==> config.mk <==
export PLATFORM = sky130hd
export DESIGN_NAME = explicit_embedding_level_resolver_unit_flat
export DESIGN_NICKNAME = d
export VERILOG_FILES = /design/src/rtl/eelr_pkg.sv /design/src/rtl/eelr_in_if.sv /design/src/rtl/eelr_out_if.sv /design/src/rtl/eelr_ram.sv /design/src/rtl/explicit_embedding_level_resolver_unit.sv /design/src/flat_wrapper.sv
export SDC_FILE = /design/constraint.sdc
export NUM_CORES = 2
export LEC_CHECK = 0
export ABC_AREA = 1
export BUFFER_PORTS_ARGS = -buffer_cell sky130_fd_sc_hd__buf_2
export CAP_MARGIN = 20
export CORE_MARGIN = 10
export CORE_UTILIZATION = 38
export DETAILED_ROUTE_END_ITERATION = 16
export SLEW_MARGIN = 20
export SYNTH_ARGS = -nofsm -noshare
export SYNTH_HDL_FRONTEND = slang
export SYNTH_SLANG_ARGS = --single-unit
export TNS_END_PERCENT = 1
==> constraint.sdc <==
create_clock -name clk_i -period 7.6 [get_ports clk_i]
set_input_delay 0.76 -clock clk_i [delete_from_list [all_inputs] [get_ports clk_i]]
set_output_delay 0.76 -clock clk_i [all_outputs]
set_load 0.005 [all_outputs]
==> src/rtl/eelr_pkg.sv <==
// eelr_pkg: shared types, constants and helpers of the explicit embedding level resolver
// no dependencies; used by the channel interfaces, the stack ram user and the top level

package eelr_pkg;

  localparam int MaxLevel       = 125;
  localparam int StackDepth     = 127;
  localparam int StackAw        = $clog2(StackDepth);
  localparam int LevelW         = 7;
  localparam int ClassW         = 5;
  localparam int CounterBitsDef = 16;
  localparam int ValidIsoMax    = 127;

  typedef enum logic [ClassW-1:0] {
    ClsL   = 5'd0,
    ClsR   = 5'd1,
    ClsAl  = 5'd2,
    ClsEn  = 5'd3,
    ClsEs  = 5'd4,
    ClsEt  = 5'd5,
    ClsAn  = 5'd6,
    ClsCs  = 5'd7,
    ClsNsm = 5'd8,
    ClsBn  = 5'd9,
    ClsB   = 5'd10,
    ClsS   = 5'd11,
    ClsWs  = 5'd12,
    ClsOn  = 5'd13,
    ClsLre = 5'd14,
    ClsLro = 5'd15,
    ClsRle = 5'd16,
    ClsRlo = 5'd17,
    ClsPdf = 5'd18,
    ClsLri = 5'd19,
    ClsRli = 5'd20,
    ClsFsi = 5'd21,
    ClsPdi = 5'd22
  } bidi_class_e;

  typedef enum logic [1:0] {
    OvrNone = 2'd0,
    OvrL    = 2'd1,
    OvrR    = 2'd2
  } ovr_e;

  typedef struct packed {
    logic              iso;
    ovr_e              ovr;
    logic [LevelW-1:0] level;
  } entry_t;

  localparam int EntryW = $bits(entry_t);

  typedef enum logic [1:0] {
    StIdle,
    StExec,
    StSeek,
    StLoad
  } state_e;

  function automatic logic [ClassW-1:0] apply_ovr(logic [ClassW-1:0] cls, ovr_e ovr);
    logic [ClassW-1:0] res;
    case (ovr)
      OvrL:    res = ClsL;
      OvrR:    res = ClsR;
      default: res = cls;
    endcase
    return res;
  endfunction

  function automatic logic [LevelW:0] next_odd(logic [LevelW-1:0] x);
    return x[0] ? ({1'b0, x} + (LevelW+1)'(2)) : ({1'b0, x} + (LevelW+1)'(1));
  endfunction

  function automatic logic [LevelW:0] next_even(logic [LevelW-1:0] x);
    return x[0] ? ({1'b0, x} + (LevelW+1)'(1)) : ({1'b0, x} + (LevelW+1)'(2));
  endfunction

endpackage

==> src/rtl/eelr_in_if.sv <==
// eelr_in_if: input channel, one character class per beat
// depends on eelr_pkg

interface eelr_in_if;
  logic                        valid;
  logic                        ready;
  logic [eelr_pkg::ClassW-1:0] bidi_class;
  logic                        paragraph_start;
  logic                        paragraph_level;

  modport source (output valid, bidi_class, paragraph_start, paragraph_level, input ready);
  modport sink   (input valid, bidi_class, paragraph_start, paragraph_level, output ready);
endinterface

==> src/rtl/eelr_out_if.sv <==
// eelr_out_if: result channel, one resolved character per beat
// depends on eelr_pkg

interface eelr_out_if;
  logic                        valid;
  logic                        ready;
  logic [eelr_pkg::LevelW-1:0] embedding_level;
  logic [eelr_pkg::ClassW-1:0] resolved_class;
  logic                        removed_by_x9;

  modport source (output valid, embedding_level, resolved_class, removed_by_x9, input ready);
  modport sink   (input valid, embedding_level, resolved_class, removed_by_x9, output ready);
endinterface

==> src/rtl/eelr_ram.sv <==
// eelr_ram: generic single write port ram with registered read
// no dependencies

module eelr_ram #(
  parameter int Width = 10,
  parameter int Depth = 127,
  localparam int Aw   = $clog2(Depth)
) (
  input  logic             clk_i,
  input  logic             we_i,
  input  logic [Aw-1:0]    waddr_i,
  input  logic [Width-1:0] wdata_i,
  input  logic [Aw-1:0]    raddr_i,
  output logic [Width-1:0] rdata_o
);

  logic [Width-1:0] mem [Depth];

  always_ff @(posedge clk_i) begin
    if (we_i) begin
      mem[waddr_i] <= wdata_i;
    end
    rdata_o <= mem[raddr_i];
  end

endmodule

==> src/rtl/explicit_embedding_level_resolver_unit.sv <==
// explicit_embedding_level_resolver_unit: explicit embedding levels for one character per beat
// most classes: accepted in idle, resolved in the execute state; next input once back in idle and the result is taken
// a pdf that pops the stack: result from the execute state, then a load state reloads the top from ram
// a pdi that closes an isolate: a seek state and a load state per stack entry popped (ram read per pop)
// reset: stack pointer, counters, output valid and sequencer cleared; stack ram undefined
// until the first paragraph start; depends on eelr_pkg, eelr_in_if, eelr_out_if, eelr_ram

module explicit_embedding_level_resolver_unit #(
  parameter int CounterBits = eelr_pkg::CounterBitsDef
) (
  input  logic       clk_i,
  input  logic       rst_ni,
  eelr_in_if.sink    in_i,
  eelr_out_if.source out_o
);

  localparam logic [CounterBits-1:0] CntMax = {CounterBits{1'b1}};

  eelr_pkg::state_e state_q, state_d;

  logic [eelr_pkg::ClassW-1:0]  cls_q, cls_d;
  eelr_pkg::entry_t             top_q, top_d;
  logic [eelr_pkg::StackAw-1:0] sp_q, sp_d;
  logic [eelr_pkg::LevelW-1:0]  bottom_q, bottom_d;
  logic [CounterBits-1:0]       ovf_iso_q, ovf_iso_d;
  logic [CounterBits-1:0]       ovf_emb_q, ovf_emb_d;
  logic [eelr_pkg::LevelW-1:0]  viso_q, viso_d;
  logic                         final_q, final_d;

  logic                        out_valid_q, out_valid_d;
  logic [eelr_pkg::LevelW-1:0] out_level_q, out_level_d;
  logic [eelr_pkg::ClassW-1:0] out_class_q, out_class_d;
  logic                        out_removed_q, out_removed_d;

  logic                         ram_we;
  logic [eelr_pkg::StackAw-1:0] ram_waddr;
  eelr_pkg::entry_t             ram_wdata;
  logic [eelr_pkg::StackAw-1:0] ram_raddr;
  logic [eelr_pkg::EntryW-1:0]  ram_rdata;
  eelr_pkg::entry_t             rd_entry;

  logic                         in_fire, out_fire;
  logic [eelr_pkg::StackAw-1:0] sp_inc, sp_dec;
  logic                         is_odd;
  logic [eelr_pkg::LevelW:0]    new_level;
  logic                         push_ok;
  logic                         pdf_pop;
  logic                         pdi_seek;
  eelr_pkg::entry_t             push_entry;
  eelr_pkg::ovr_e               push_ovr;

  assign in_fire  = in_i.valid && in_i.ready;
  assign out_fire = out_o.valid && out_o.ready;
  assign rd_entry = eelr_pkg::entry_t'(ram_rdata);

  assign sp_inc = sp_q + eelr_pkg::StackAw'(1);
  assign sp_dec = sp_q - eelr_pkg::StackAw'(1);

  assign is_odd    = (cls_q == eelr_pkg::ClsRle) || (cls_q == eelr_pkg::ClsRlo) ||
                     (cls_q == eelr_pkg::ClsRli);
  assign new_level = is_odd ? eelr_pkg::next_odd(top_q.level)
                            : eelr_pkg::next_even(top_q.level);
  assign push_ok   = (new_level <= (eelr_pkg::LevelW+1)'(eelr_pkg::MaxLevel)) &&
                     (ovf_iso_q == '0) && (ovf_emb_q == '0) &&
                     (sp_q < eelr_pkg::StackAw'(eelr_pkg::StackDepth - 1));

  always_comb begin
    case (cls_q)
      eelr_pkg::ClsRlo: push_ovr = eelr_pkg::OvrR;
      eelr_pkg::ClsLro: push_ovr = eelr_pkg::OvrL;
      default:          push_ovr = eelr_pkg::OvrNone;
    endcase
  end

  assign push_entry.iso   = (cls_q == eelr_pkg::ClsLri) || (cls_q == eelr_pkg::ClsRli);
  assign push_entry.ovr   = push_ovr;
  assign push_entry.level = new_level[eelr_pkg::LevelW-1:0];

  assign pdf_pop  = (ovf_iso_q == '0) && (ovf_emb_q == '0) && !top_q.iso && (sp_q != '0);
  assign pdi_seek = (ovf_iso_q == '0) && (viso_q != '0);

  assign in_i.ready            = (state_q == eelr_pkg::StIdle) && (!out_valid_q || out_o.ready);
  assign out_o.valid           = out_valid_q;
  assign out_o.embedding_level = out_level_q;
  assign out_o.resolved_class  = out_class_q;
  assign out_o.removed_by_x9   = out_removed_q;

  // next state
  always_comb begin
    state_d = state_q;
    unique case (state_q)
      eelr_pkg::StIdle: begin
        if (in_fire) begin
          state_d = eelr_pkg::StExec;
        end
      end
      eelr_pkg::StExec: begin
        if (cls_q == eelr_pkg::ClsPdi && pdi_seek) begin
          state_d = eelr_pkg::StSeek;
        end else if (cls_q == eelr_pkg::ClsPdf && pdf_pop) begin
          state_d = eelr_pkg::StLoad;
        end else begin
          state_d = eelr_pkg::StIdle;
        end
      end
      eelr_pkg::StSeek: begin
        state_d = (sp_q != '0) ? eelr_pkg::StLoad : eelr_pkg::StIdle;
      end
      eelr_pkg::StLoad: begin
        if (cls_q == eelr_pkg::ClsPdf || final_q) begin
          state_d = eelr_pkg::StIdle;
        end else begin
          state_d = eelr_pkg::StSeek;
        end
      end
      default: state_d = eelr_pkg::StIdle;
    endcase
  end

  // datapath and outputs
  always_comb begin
    cls_d         = cls_q;
    top_d         = top_q;
    sp_d          = sp_q;
    bottom_d      = bottom_q;
    ovf_iso_d     = ovf_iso_q;
    ovf_emb_d     = ovf_emb_q;
    viso_d        = viso_q;
    final_d       = final_q;
    out_valid_d   = out_valid_q && !out_fire;
    out_level_d   = out_level_q;
    out_class_d   = out_class_q;
    out_removed_d = out_removed_q;
    ram_we        = 1'b0;
    ram_waddr     = sp_inc;
    ram_wdata     = push_entry;
    ram_raddr     = sp_dec;

    unique case (state_q)
      eelr_pkg::StIdle: begin
        if (in_fire) begin
          cls_d = in_i.bidi_class;
          if (in_i.paragraph_start) begin
            sp_d            = '0;
            ovf_iso_d       = '0;
            ovf_emb_d       = '0;
            viso_d          = '0;
            bottom_d        = eelr_pkg::LevelW'(in_i.paragraph_level);
            top_d.iso       = 1'b0;
            top_d.ovr       = eelr_pkg::OvrNone;
            top_d.level     = eelr_pkg::LevelW'(in_i.paragraph_level);
            ram_we          = 1'b1;
            ram_waddr       = '0;
            ram_wdata.iso   = 1'b0;
            ram_wdata.ovr   = eelr_pkg::OvrNone;
            ram_wdata.level = eelr_pkg::LevelW'(in_i.paragraph_level);
          end
        end
      end
      eelr_pkg::StExec: begin
        out_valid_d   = 1'b1;
        out_level_d   = top_q.level;
        out_class_d   = cls_q;
        out_removed_d = 1'b0;
        case (cls_q) inside
          eelr_pkg::ClsLre, eelr_pkg::ClsLro, eelr_pkg::ClsRle, eelr_pkg::ClsRlo: begin
            out_removed_d = 1'b1;
            if (push_ok) begin
              sp_d   = sp_inc;
              top_d  = push_entry;
              ram_we = 1'b1;
            end else if (ovf_iso_q == '0 && ovf_emb_q != CntMax) begin
              ovf_emb_d = ovf_emb_q + CounterBits'(1);
            end
          end
          eelr_pkg::ClsLri, eelr_pkg::ClsRli: begin
            out_class_d = eelr_pkg::apply_ovr(cls_q, top_q.ovr);
            if (push_ok) begin
              sp_d   = sp_inc;
              top_d  = push_entry;
              ram_we = 1'b1;
              if (viso_q < eelr_pkg::LevelW'(eelr_pkg::ValidIsoMax)) begin
                viso_d = viso_q + eelr_pkg::LevelW'(1);
              end
            end else if (ovf_iso_q != CntMax) begin
              ovf_iso_d = ovf_iso_q + CounterBits'(1);
            end
          end
          eelr_pkg::ClsPdi: begin
            out_class_d = eelr_pkg::apply_ovr(cls_q, top_q.ovr);
            if (ovf_iso_q != '0) begin
              ovf_iso_d = ovf_iso_q - CounterBits'(1);
            end else if (viso_q != '0) begin
              ovf_emb_d   = '0;
              viso_d      = viso_q - eelr_pkg::LevelW'(1);
              out_valid_d = 1'b0;
            end
          end
          eelr_pkg::ClsPdf: begin
            out_removed_d = 1'b1;
            if (ovf_iso_q != '0) begin
              ovf_iso_d = ovf_iso_q;
            end else if (ovf_emb_q != '0) begin
              ovf_emb_d = ovf_emb_q - CounterBits'(1);
            end else if (pdf_pop) begin
              sp_d = sp_dec;
            end
          end
          eelr_pkg::ClsBn: begin
            out_removed_d = 1'b1;
          end
          eelr_pkg::ClsB: begin
            out_level_d = bottom_q;
            sp_d        = '0;
            ovf_iso_d   = '0;
            ovf_emb_d   = '0;
            viso_d      = '0;
            top_d.iso   = 1'b0;
            top_d.ovr   = eelr_pkg::OvrNone;
            top_d.level = bottom_q;
          end
          default: begin
            out_class_d = eelr_pkg::apply_ovr(cls_q, top_q.ovr);
          end
        endcase
      end
      eelr_pkg::StSeek: begin
        if (sp_q != '0) begin
          sp_d    = sp_dec;
          final_d = top_q.iso;
        end else begin
          out_valid_d   = 1'b1;
          out_level_d   = top_q.level;
          out_class_d   = eelr_pkg::apply_ovr(cls_q, top_q.ovr);
          out_removed_d = 1'b0;
        end
      end
      eelr_pkg::StLoad: begin
        top_d = rd_entry;
        if (cls_q != eelr_pkg::ClsPdf && final_q) begin
          out_valid_d   = 1'b1;
          out_level_d   = rd_entry.level;
          out_class_d   = eelr_pkg::apply_ovr(cls_q, rd_entry.ovr);
          out_removed_d = 1'b0;
        end
      end
      default: begin
        out_valid_d = out_valid_q && !out_fire;
      end
    endcase
  end

  always_ff @(posedge clk_i or negedge rst_ni) begin
    if (!rst_ni) begin
      state_q     <= eelr_pkg::StIdle;
      sp_q        <= '0;
      ovf_iso_q   <= '0;
      ovf_emb_q   <= '0;
      viso_q      <= '0;
      final_q     <= 1'b0;
      out_valid_q <= 1'b0;
    end else begin
      state_q     <= state_d;
      sp_q        <= sp_d;
      ovf_iso_q   <= ovf_iso_d;
      ovf_emb_q   <= ovf_emb_d;
      viso_q      <= viso_d;
      final_q     <= final_d;
      out_valid_q <= out_valid_d;
    end
  end

  always_ff @(posedge clk_i) begin
    cls_q         <= cls_d;
    top_q         <= top_d;
    bottom_q      <= bottom_d;
    out_level_q   <= out_level_d;
    out_class_q   <= out_class_d;
    out_removed_q <= out_removed_d;
  end

  eelr_ram #(
    .Width (eelr_pkg::EntryW),
    .Depth (eelr_pkg::StackDepth)
  ) u_stack_ram (
    .clk_i   (clk_i),
    .we_i    (ram_we),
    .waddr_i (ram_waddr),
    .wdata_i (ram_wdata),
    .raddr_i (ram_raddr),
    .rdata_o (ram_rdata)
  );

  // stack pointer stays inside the memory
  a_sp_range: assert property (@(posedge clk_i) disable iff (!rst_ni)
    sp_q <= eelr_pkg::StackAw'(eelr_pkg::StackDepth - 1))
    else $error("stack pointer beyond stack depth");

  // every valid isolate owns a stack entry
  a_viso_le_sp: assert property (@(posedge clk_i) disable iff (!rst_ni)
    viso_q <= eelr_pkg::LevelW'(sp_q))
    else $error("valid isolate count exceeds stack entries");

  // stack writes happen only at accept or in the execute step
  a_we_state: assert property (@(posedge clk_i) disable iff (!rst_ni)
    ram_we |-> (state_q == eelr_pkg::StIdle || state_q == eelr_pkg::StExec))
    else $error("stack write during pop sequence");

  // only a pdi walks the stack
  a_seek_pdi: assert property (@(posedge clk_i) disable iff (!rst_ni)
    (state_q == eelr_pkg::StSeek) |-> (cls_q == eelr_pkg::ClsPdi))
    else $error("stack walk for a class other than pdi");

  // a result beat is produced once per item: no new beat while one waits
  a_no_overwrite: assert property (@(posedge clk_i) disable iff (!rst_ni)
    (out_valid_q && !out_o.ready) |=> out_valid_q)
    else $error("pending result dropped");

endmodule

==> src/flat_wrapper.sv <==
// flat-port wrapper written by rule: the top's interface ports become plain ports
module explicit_embedding_level_resolver_unit_flat 
#(
  parameter int CounterBits = eelr_pkg::CounterBitsDef
)
  (clk_i, rst_ni, in_i_valid, in_i_bidi_class, in_i_paragraph_start, in_i_paragraph_level, in_i_ready, out_o_valid, out_o_embedding_level, out_o_resolved_class, out_o_removed_by_x9, out_o_ready);
  eelr_in_if in_i_i ();
  eelr_out_if out_o_i ();
  input  logic clk_i;
  input  logic rst_ni;
  input wire logic [$bits(in_i_i.valid)-1:0] in_i_valid;
  input wire logic [$bits(in_i_i.bidi_class)-1:0] in_i_bidi_class;
  input wire logic [$bits(in_i_i.paragraph_start)-1:0] in_i_paragraph_start;
  input wire logic [$bits(in_i_i.paragraph_level)-1:0] in_i_paragraph_level;
  output wire logic [$bits(in_i_i.ready)-1:0] in_i_ready;
  output wire logic [$bits(out_o_i.valid)-1:0] out_o_valid;
  output wire logic [$bits(out_o_i.embedding_level)-1:0] out_o_embedding_level;
  output wire logic [$bits(out_o_i.resolved_class)-1:0] out_o_resolved_class;
  output wire logic [$bits(out_o_i.removed_by_x9)-1:0] out_o_removed_by_x9;
  input wire logic [$bits(out_o_i.ready)-1:0] out_o_ready;
  assign in_i_i.valid = in_i_valid;
  assign in_i_i.bidi_class = in_i_bidi_class;
  assign in_i_i.paragraph_start = in_i_paragraph_start;
  assign in_i_i.paragraph_level = in_i_paragraph_level;
  assign in_i_ready = in_i_i.ready;
  assign out_o_valid = out_o_i.valid;
  assign out_o_embedding_level = out_o_i.embedding_level;
  assign out_o_resolved_class = out_o_i.resolved_class;
  assign out_o_removed_by_x9 = out_o_i.removed_by_x9;
  assign out_o_i.ready = out_o_ready;
  explicit_embedding_level_resolver_unit #(.CounterBits(CounterBits)) u_core (.clk_i(clk_i), .rst_ni(rst_ni), .in_i(in_i_i), .out_o(out_o_i));
endmodule
# Yosys cells after proc, flatten, opt, wreduce, memory -nomap -nowiden
# Memories as Yosys holds them, arrays and structs flattened. A register that Yosys moved wholly into a read port is not among the register bits.
# Cells that the tools add are included.
dict set report classes {
  addsub 10
  order_cmp 3
  eq_ne 54
  mux 116
  reduce_logical 45
}
# cell count
set ops {}
lappend ops {{16-bit 2-to-1 mux} 21}
lappend ops {{7-bit 2-to-1 mux} 32}
lappend ops {{10-bit 2-to-1 mux} 12}
lappend ops {{16-bit case mux with 2 select lines} 2}
lappend ops {{7-bit case mux with 3 select lines} 2}
lappend ops {{5-bit 2-to-1 mux} 8}
lappend ops {{4-bit != test, second input constant} 9}
lappend ops {{16-bit by 1-bit adder with 16-bit output, second input constant} 2}
lappend ops {{16-bit zero test} 2}
lappend ops {{16-bit != test, second input constant} 2}
lappend ops {{16-bit nonzero test} 2}
lappend ops {{16-bit by 1-bit subtractor with 16-bit output, second input constant} 2}
lappend ops {{5-bit == test, second input constant} 6}
lappend ops {{10-bit case mux with 3 select lines} 1}
lappend ops {{8-bit 2-to-1 mux} 3}
lappend ops {{1-bit 2-to-1 mux} 21}
lappend ops {{5-bit by 4-bit == test with 1-bit output, second input constant} 4}
lappend ops {{5-bit case mux with 2 select lines} 2}
lappend ops {{10-bit AND reduction} 2}
lappend ops {{1-bit logical AND} 15}
lappend ops {{5-bit by 4-bit != test with 1-bit output, second input constant} 3}
lappend ops {{5-bit != test, second input constant} 3}
lappend ops {{5-bit case mux with 3 select lines} 1}
lappend ops {{7-bit by 1-bit adder with 7-bit output, second input constant} 2}
lappend ops {{34 further kinds} 69}
dict set report totals {
  ff_bits 79
  ramBits 1270
  input_bits 11
  output_inout_bits 15
  wordCells 244
  memories 1
}
# memory words width read_ports rd_clocked_by_memory_dff write_ports line
set mem_list {}
lappend mem_list {u_core.u_stack_ram.mem 127 10 1 1 1 eelr_ram.sv:17} ;# logic [Width-1:0] mem [Depth];

# Logic depth before layout (Yosys ltp)
dict set report depth {
  word_depth 14
  ltp_mapped 20
  depth_no_buf 16
}

# Cells and area by module
# A second synthesis with hierarchy kept.
dict set report hier_totals {
  hier_cells 5390
  area_unflattened_um2 58889.0
}
# mod instances cells_each area_per_inst_um2 seq_area_each_um2
set modules_own_cells {}
lappend modules_own_cells {eelr_ram 1 4384 52151.3 38336.8}
lappend modules_own_cells {explicit_embedding_level_resolver_unit 1 1006 6737.7 2122.0}

# Worst setup path after synthesis
# OpenSTA, ideal clock, no wires.
dict set report synth_timing {
  kind {input port to flip-flop}
  start {in out_o_ready}
  end {mem u_core.u_stack_ram.mem[0][0], data pin}
  setup_ns 1.190
  arrival_time_ns 6.331
  t_required_ns 6.410
  path_slack_ns 0.079
  cell_stages 6
  path_buffers 1
  cell_sequence {nor2_1 -> nor2_2 -> nand2_1 -> nor2_4 -> buf_1 -> o21ai_0}
}
# item line
set synth_lines {}
lappend synth_lines {{start: declaration} flat_wrapper.sv:20} ;# input wire logic [$bits(out_o_i.ready)-1:0] out_o_ready;
lappend synth_lines {{end: declaration} eelr_ram.sv:17}

# Final worst setup path
dict set report layout_timing {
  start {reg u_core.sp_q[0] in the netlist's numbering}
  end {mem u_core.u_stack_ram.mem[23][9], enable pin}
}
dict set report layout_between {
  elab_chain_len 8
  elab_cells_between_ends 12
  classes_between {1 x add/sub; 1 x order compare; 9 x mux; 1 x reduce/logical}
}
# item line
set layout_lines {}
lappend layout_lines {{start: declaration} explicit_embedding_level_resolver_unit.sv:23} ;# logic [eelr_pkg::StackAw-1:0] sp_q, sp_d;
lappend layout_lines {{start signal: assignment} explicit_embedding_level_resolver_unit.sv:264} ;# sp_q <= sp_d;
lappend layout_lines {{7-bit < comparator} explicit_embedding_level_resolver_unit.sv:65} ;# (sp_q < eelr_pkg::StackAw'(eelr_pkg::StackDepth - 1));
lappend layout_lines {{1-bit logical AND} explicit_embedding_level_resolver_unit.sv:64} ;# (ovf_iso_q == '0) && (ovf_emb_q == '0) &&
lappend layout_lines {{1-bit 2-to-1 mux} {explicit_embedding_level_resolver_unit.sv:168, explicit_embedding_level_resolver_unit.sv:178}}
lappend layout_lines {{1-bit 2-to-1 mux (2 in series)} explicit_embedding_level_resolver_unit.sv:165} ;# case (cls_q) inside
lappend layout_lines {{1-bit case mux with 2 select lines} explicit_embedding_level_resolver_unit.sv:139} ;# unique case (state_q)
lappend layout_lines {{1-bit 2-to-1 mux} eelr_ram.sv:20} ;# if (we_i) begin
lappend layout_lines {{1-bit 2-to-1 mux (implied by the code)} eelr_ram.sv:21} ;# mem[waddr_i] <= wdata_i;
# Several ways; a longest one is shown, not always the timed one.

==> metrics.md <==
| Metric | Value |
|---|---|
| Post-synth EDFFs | `1299` |
| Post-DP HPWL | `approximately 85 mm` |
| Yosys top cell area share | `0.675` |
| Synth Area in XOR/XNOR | `0.00697` |
| Most numerous cell in the Yosys netlist | `edfxtp_1` |
| Synth Area in Simple Gates | `0.134` |
| CTS root buffer | `clkbuf_16` |
| Critical Path Fanout Max | `170` |
| CP startpoint | `u_core.sp_q[0]` |
| Mean area per synthesized cell | `roughly 12 sq um` |
| DRT iter0 DRCs | `4605` |
| Synth Area in Compound Gates | `0.121` |
| Post-synth top flop | `edfxtp_1` |
| Yosys warns | `0` |
| Final setup fails | `0` |
| Most area-hungry cell type in the Yosys netlist | `edfxtp_1` |
| VDD IR max | `between 300 and 400 uV` |
| Pwr Total | `27.5 mW` |
| Vias after detailed routing | `38700` |
| Final Wtd Congestion | `between 0.8 and 0.9` |
| Total of max-cap violations | `0` |
| Clk pwr share | `0.253` |
| Reg-to-reg startpoint | `u_core.sp_q[0]` |
| Max Clock Skew | `0.0256 ns` |
| Reg2reg end | `u_core.u_stack_ram.mem[23][9]` |
| IO Pins | `26` |
| Clock buffer depth | `3` |
| Mux share of post-synthesis cell area | `0.000173` |
| Fin. max-slew vios | `0` |
| Worst-Skew Late Latency | `0.79 ns` |
| Mapped cell area | `around 0.058 sq mm` |
| Switching share of power | `0.412` |
| Sequential Power Share | `0.355` |
| CTS sink cnt | `about 1400` |
| Top cells by area, synth | `edfxtp_1 68%, o21ai_0 7.0%, nor2_1 6.4%` |
| Die Y | `410 um` |
| Critical path type | `flip-flop to flip-flop` |
| P per Cell Area | `around 430 mW/mm^2` |
| Die Width | `a little over 400 um` |
| DR vias/cell | `about 5.5` |
| Post-synth top cells | `1299 x edfxtp_1, 989 x nor2_1, 804 x o21ai_0, 555 x nand2_1, 226 x clkbuf_1` |
| FF-to-FF setup slack | `2.17 ns` |
| Die ar. | `0.168 sq mm` |
| Final period util | `0.715` |
| Initial antenna violation count | `3` |
| Vias in the first global route | `37000` |
| WL/cell | `roughly 22 um` |
| Post-cts resize count | `0` |
| Hold_ws | `0.111 ns` |
| # Post-CTS Setup Buffers | `0` |
| CP Launch Type | `flip-flop` |
| Actual slew at the worst max-slew pin | `between 1 and 1.5 ns` |
| Status | `completed` |
| Gate Count Post-Synth | `around 5000` |
| Sw Pwr | `11.3 mW` |
| Nets@finish | `a little under 5000` |
| H-tree levels | `4` |
| Crit end category | `flip-flop` |
| Max_slew headroom | `0.217` |
| #FFs+latches synth | `between 1000 and 1500` |
| Sum Neg Setup Slack | `0 ns` |
| WP data arrival | `between 5 and 6 ns` |
| Post-route cell area | `approximately 0.064 sq mm` |
| Type of the worst min-delay path | `primary input to asynchronous set/reset pin` |
| Total track usage | `0.178` |
| First-pass GRT wire length | `233 mm` |
| Largest family of logic cells by synthesized area | `simple AND/OR/NAND/NOR gates` |
| 1st-pass router iterations | `6` |
| CTS Buf Count | `146` |
| Total core area | `0.152 sq mm` |
| Lkg Pwr | `21.5 nW` |
| IO buf count | `25` |
| Clock transition at path regs | `approximately 0.06 ns` |
| Synth Net Count | `4984` |
| Cell-internal power | `16.2 mW` |
| Area added between synthesis and finish | `11.3%` |
| Gate power share | `0.392` |
| Critical Path End | `u_core.u_stack_ram.mem[23][9]` |
| Max frequency | `0.184 GHz` |
| Min Clock Period, post-route | `about 5.4 ns` |
| Largest net degree at the start of global routing | `219` |
| Fillers | `roughly 14000` |
| Fin. Hold Viols | `0` |
| Register-to-Register Path Depth | `8` |
| Pre-CTS WS | `2.07 ns` |
| Yosys cell types | `55` |
| Drt drc | `0` |
| Async SR Flop Fraction | `0.0368` |
| Dpl cell area | `0.0596 sq mm` |
| Initial Util | `0.381` |
| Proportion of layout cells with a drive suffix above 1 | `0.0759` |
| Hold_buf cts | `0` |
| Required @ worst endpoint | `approximately 8 ns` |
| Row cnt | `about 140` |
| CTS tree | `done` |
| Gr ovfl total | `0` |
| Post-Synth Adder-Cell Area | `0.00433` |
| Register area share after synthesis | `0.700` |
| Post-Route WL | `155 mm` |
| Remaining antenna violation count | `0` |
| Final WS setup | `2.17 ns` |
| RSZ-0062 raised after global routing | `no` |
-- how the worst min path moves through the flow --
stage | to | cells after the start | start | slack, ns
finish | u_core.ovf_iso_q[12] | 2 | rst_ni | 0.11
floorplan | u_core.final_q | 0 | rst_ni | 0.46
CTS | u_core.viso_q[2] | 2 | rst_ni | 0.09
detailed placement | u_core.viso_q[5] | 2 | u_core.viso_q[5] | 0.50
global placement | u_core.viso_q[5] | 2 | u_core.viso_q[5] | 0.50
global route | u_core.cls_q[4] | 1 | in_i_bidi_class[4] | 0.13
-- metal layers --
layer,routed length [um],global-route usage,up-vias
met1,66700,0.248,19200
met2,72400,0.282,1606
met4,4090,0.0564,0
li1,-,-,17700
met5,0,0,-
met3,11400,0.0321,257
-- layout make-up --
class / instances / area, sq um / area share
Multi-Input combinational cell: 3144 / 15500 / 0.242
Antenna cell: 1 / 2.50 / 0.0000389
Clock inverter: 68 / 669 / 0.0104
Clock buffer: 196 / 4020 / 0.0625
Inverter: 128 / 503 / 0.00782
Sequential cell: 1359 / 40500 / 0.629
Timing Repair Buffer: 74 / 543 / 0.00845
Tap cell: 2030 / 2540 / 0.0395
-- power groups by stage --
stage | logic (mW) | clock network (mW) | registers, mW
floorplan | 6.83 | 0 | 9.91
global placement | 10.6 | 0 | 9.92
detailed placement | 10.7 | 0 | 9.92
CTS | 10.7 | 7.09 | 9.77
global route | 11.8 | 7.38 | 9.80
finish | 10.8 | 6.98 | 9.78
-- critical path, cell delays in order, from the launching register on --
cell	delay [ns]
dfrtp_4	0.67
inv_8	0.75
ha_4	0.84
inv_6	0.48
nor2_1	0.26
inv_1	0.07
nor2_1	0.33
nand3_4	0.54
nor2_1	0.96
-- cell usage in the layout (no fill, tap or decap), drive strengths merged, types with 6 or more instances in the layout --
cell type / instances
clkinv: 49
o211ai: 155
xnor2: 10
nor3: 19
dfrtp: 50
o221ai: 60
edfxtp: 1299
nor2: 1010
o21ai: 827
clkbuf: 196
bufinv: 10
a21oi: 32
ha: 20
nand4: 23
clkinvlp: 7
dfxtp: 10
o22ai: 132
nand3b: 7
nand3: 216
xor2: 36
buf: 74
a31oi: 6
inv: 130
nand2: 569
-- registers in the layout (all words and copies together) (netlist names) --
register                      count
u_core.out_o.resolved_class       5
u_core.u_stack_ram.mem         1270
u_core.cls_q                      5
u_core.state_q                    2
u_core.final_q                    1
u_core.out_o.removed_by_x9        1
u_core.bottom_q                   1
u_core.out_o.valid                1
u_core.sp_q                       7
u_core.ovf_emb_q                 16
u_core.viso_q                     7
u_core.u_stack_ram.rdata_o       10
u_core.out_o.embedding_level      7
u_core.top_q                     10
u_core.ovf_iso_q                 16
-- kinds of logic after synthesis --
logic type,count (synthesis)
fa+ha+maj,20
compound gates,1222
simple gates,1855
flops,1359
buf+inv,450
xor+xnor,46
mux,1
-- through the flow --
stage / instances / utilization
final: 7000 / 0.424
after global routing: 6999 / 0.424
after CTS: 6997 / 0.424
after detailed placement: 6733 / 0.393
after global placement: 6733 / 0.393
after floorplan: 4953 / -
No activity file was read; power rests on OpenSTA's default activity.
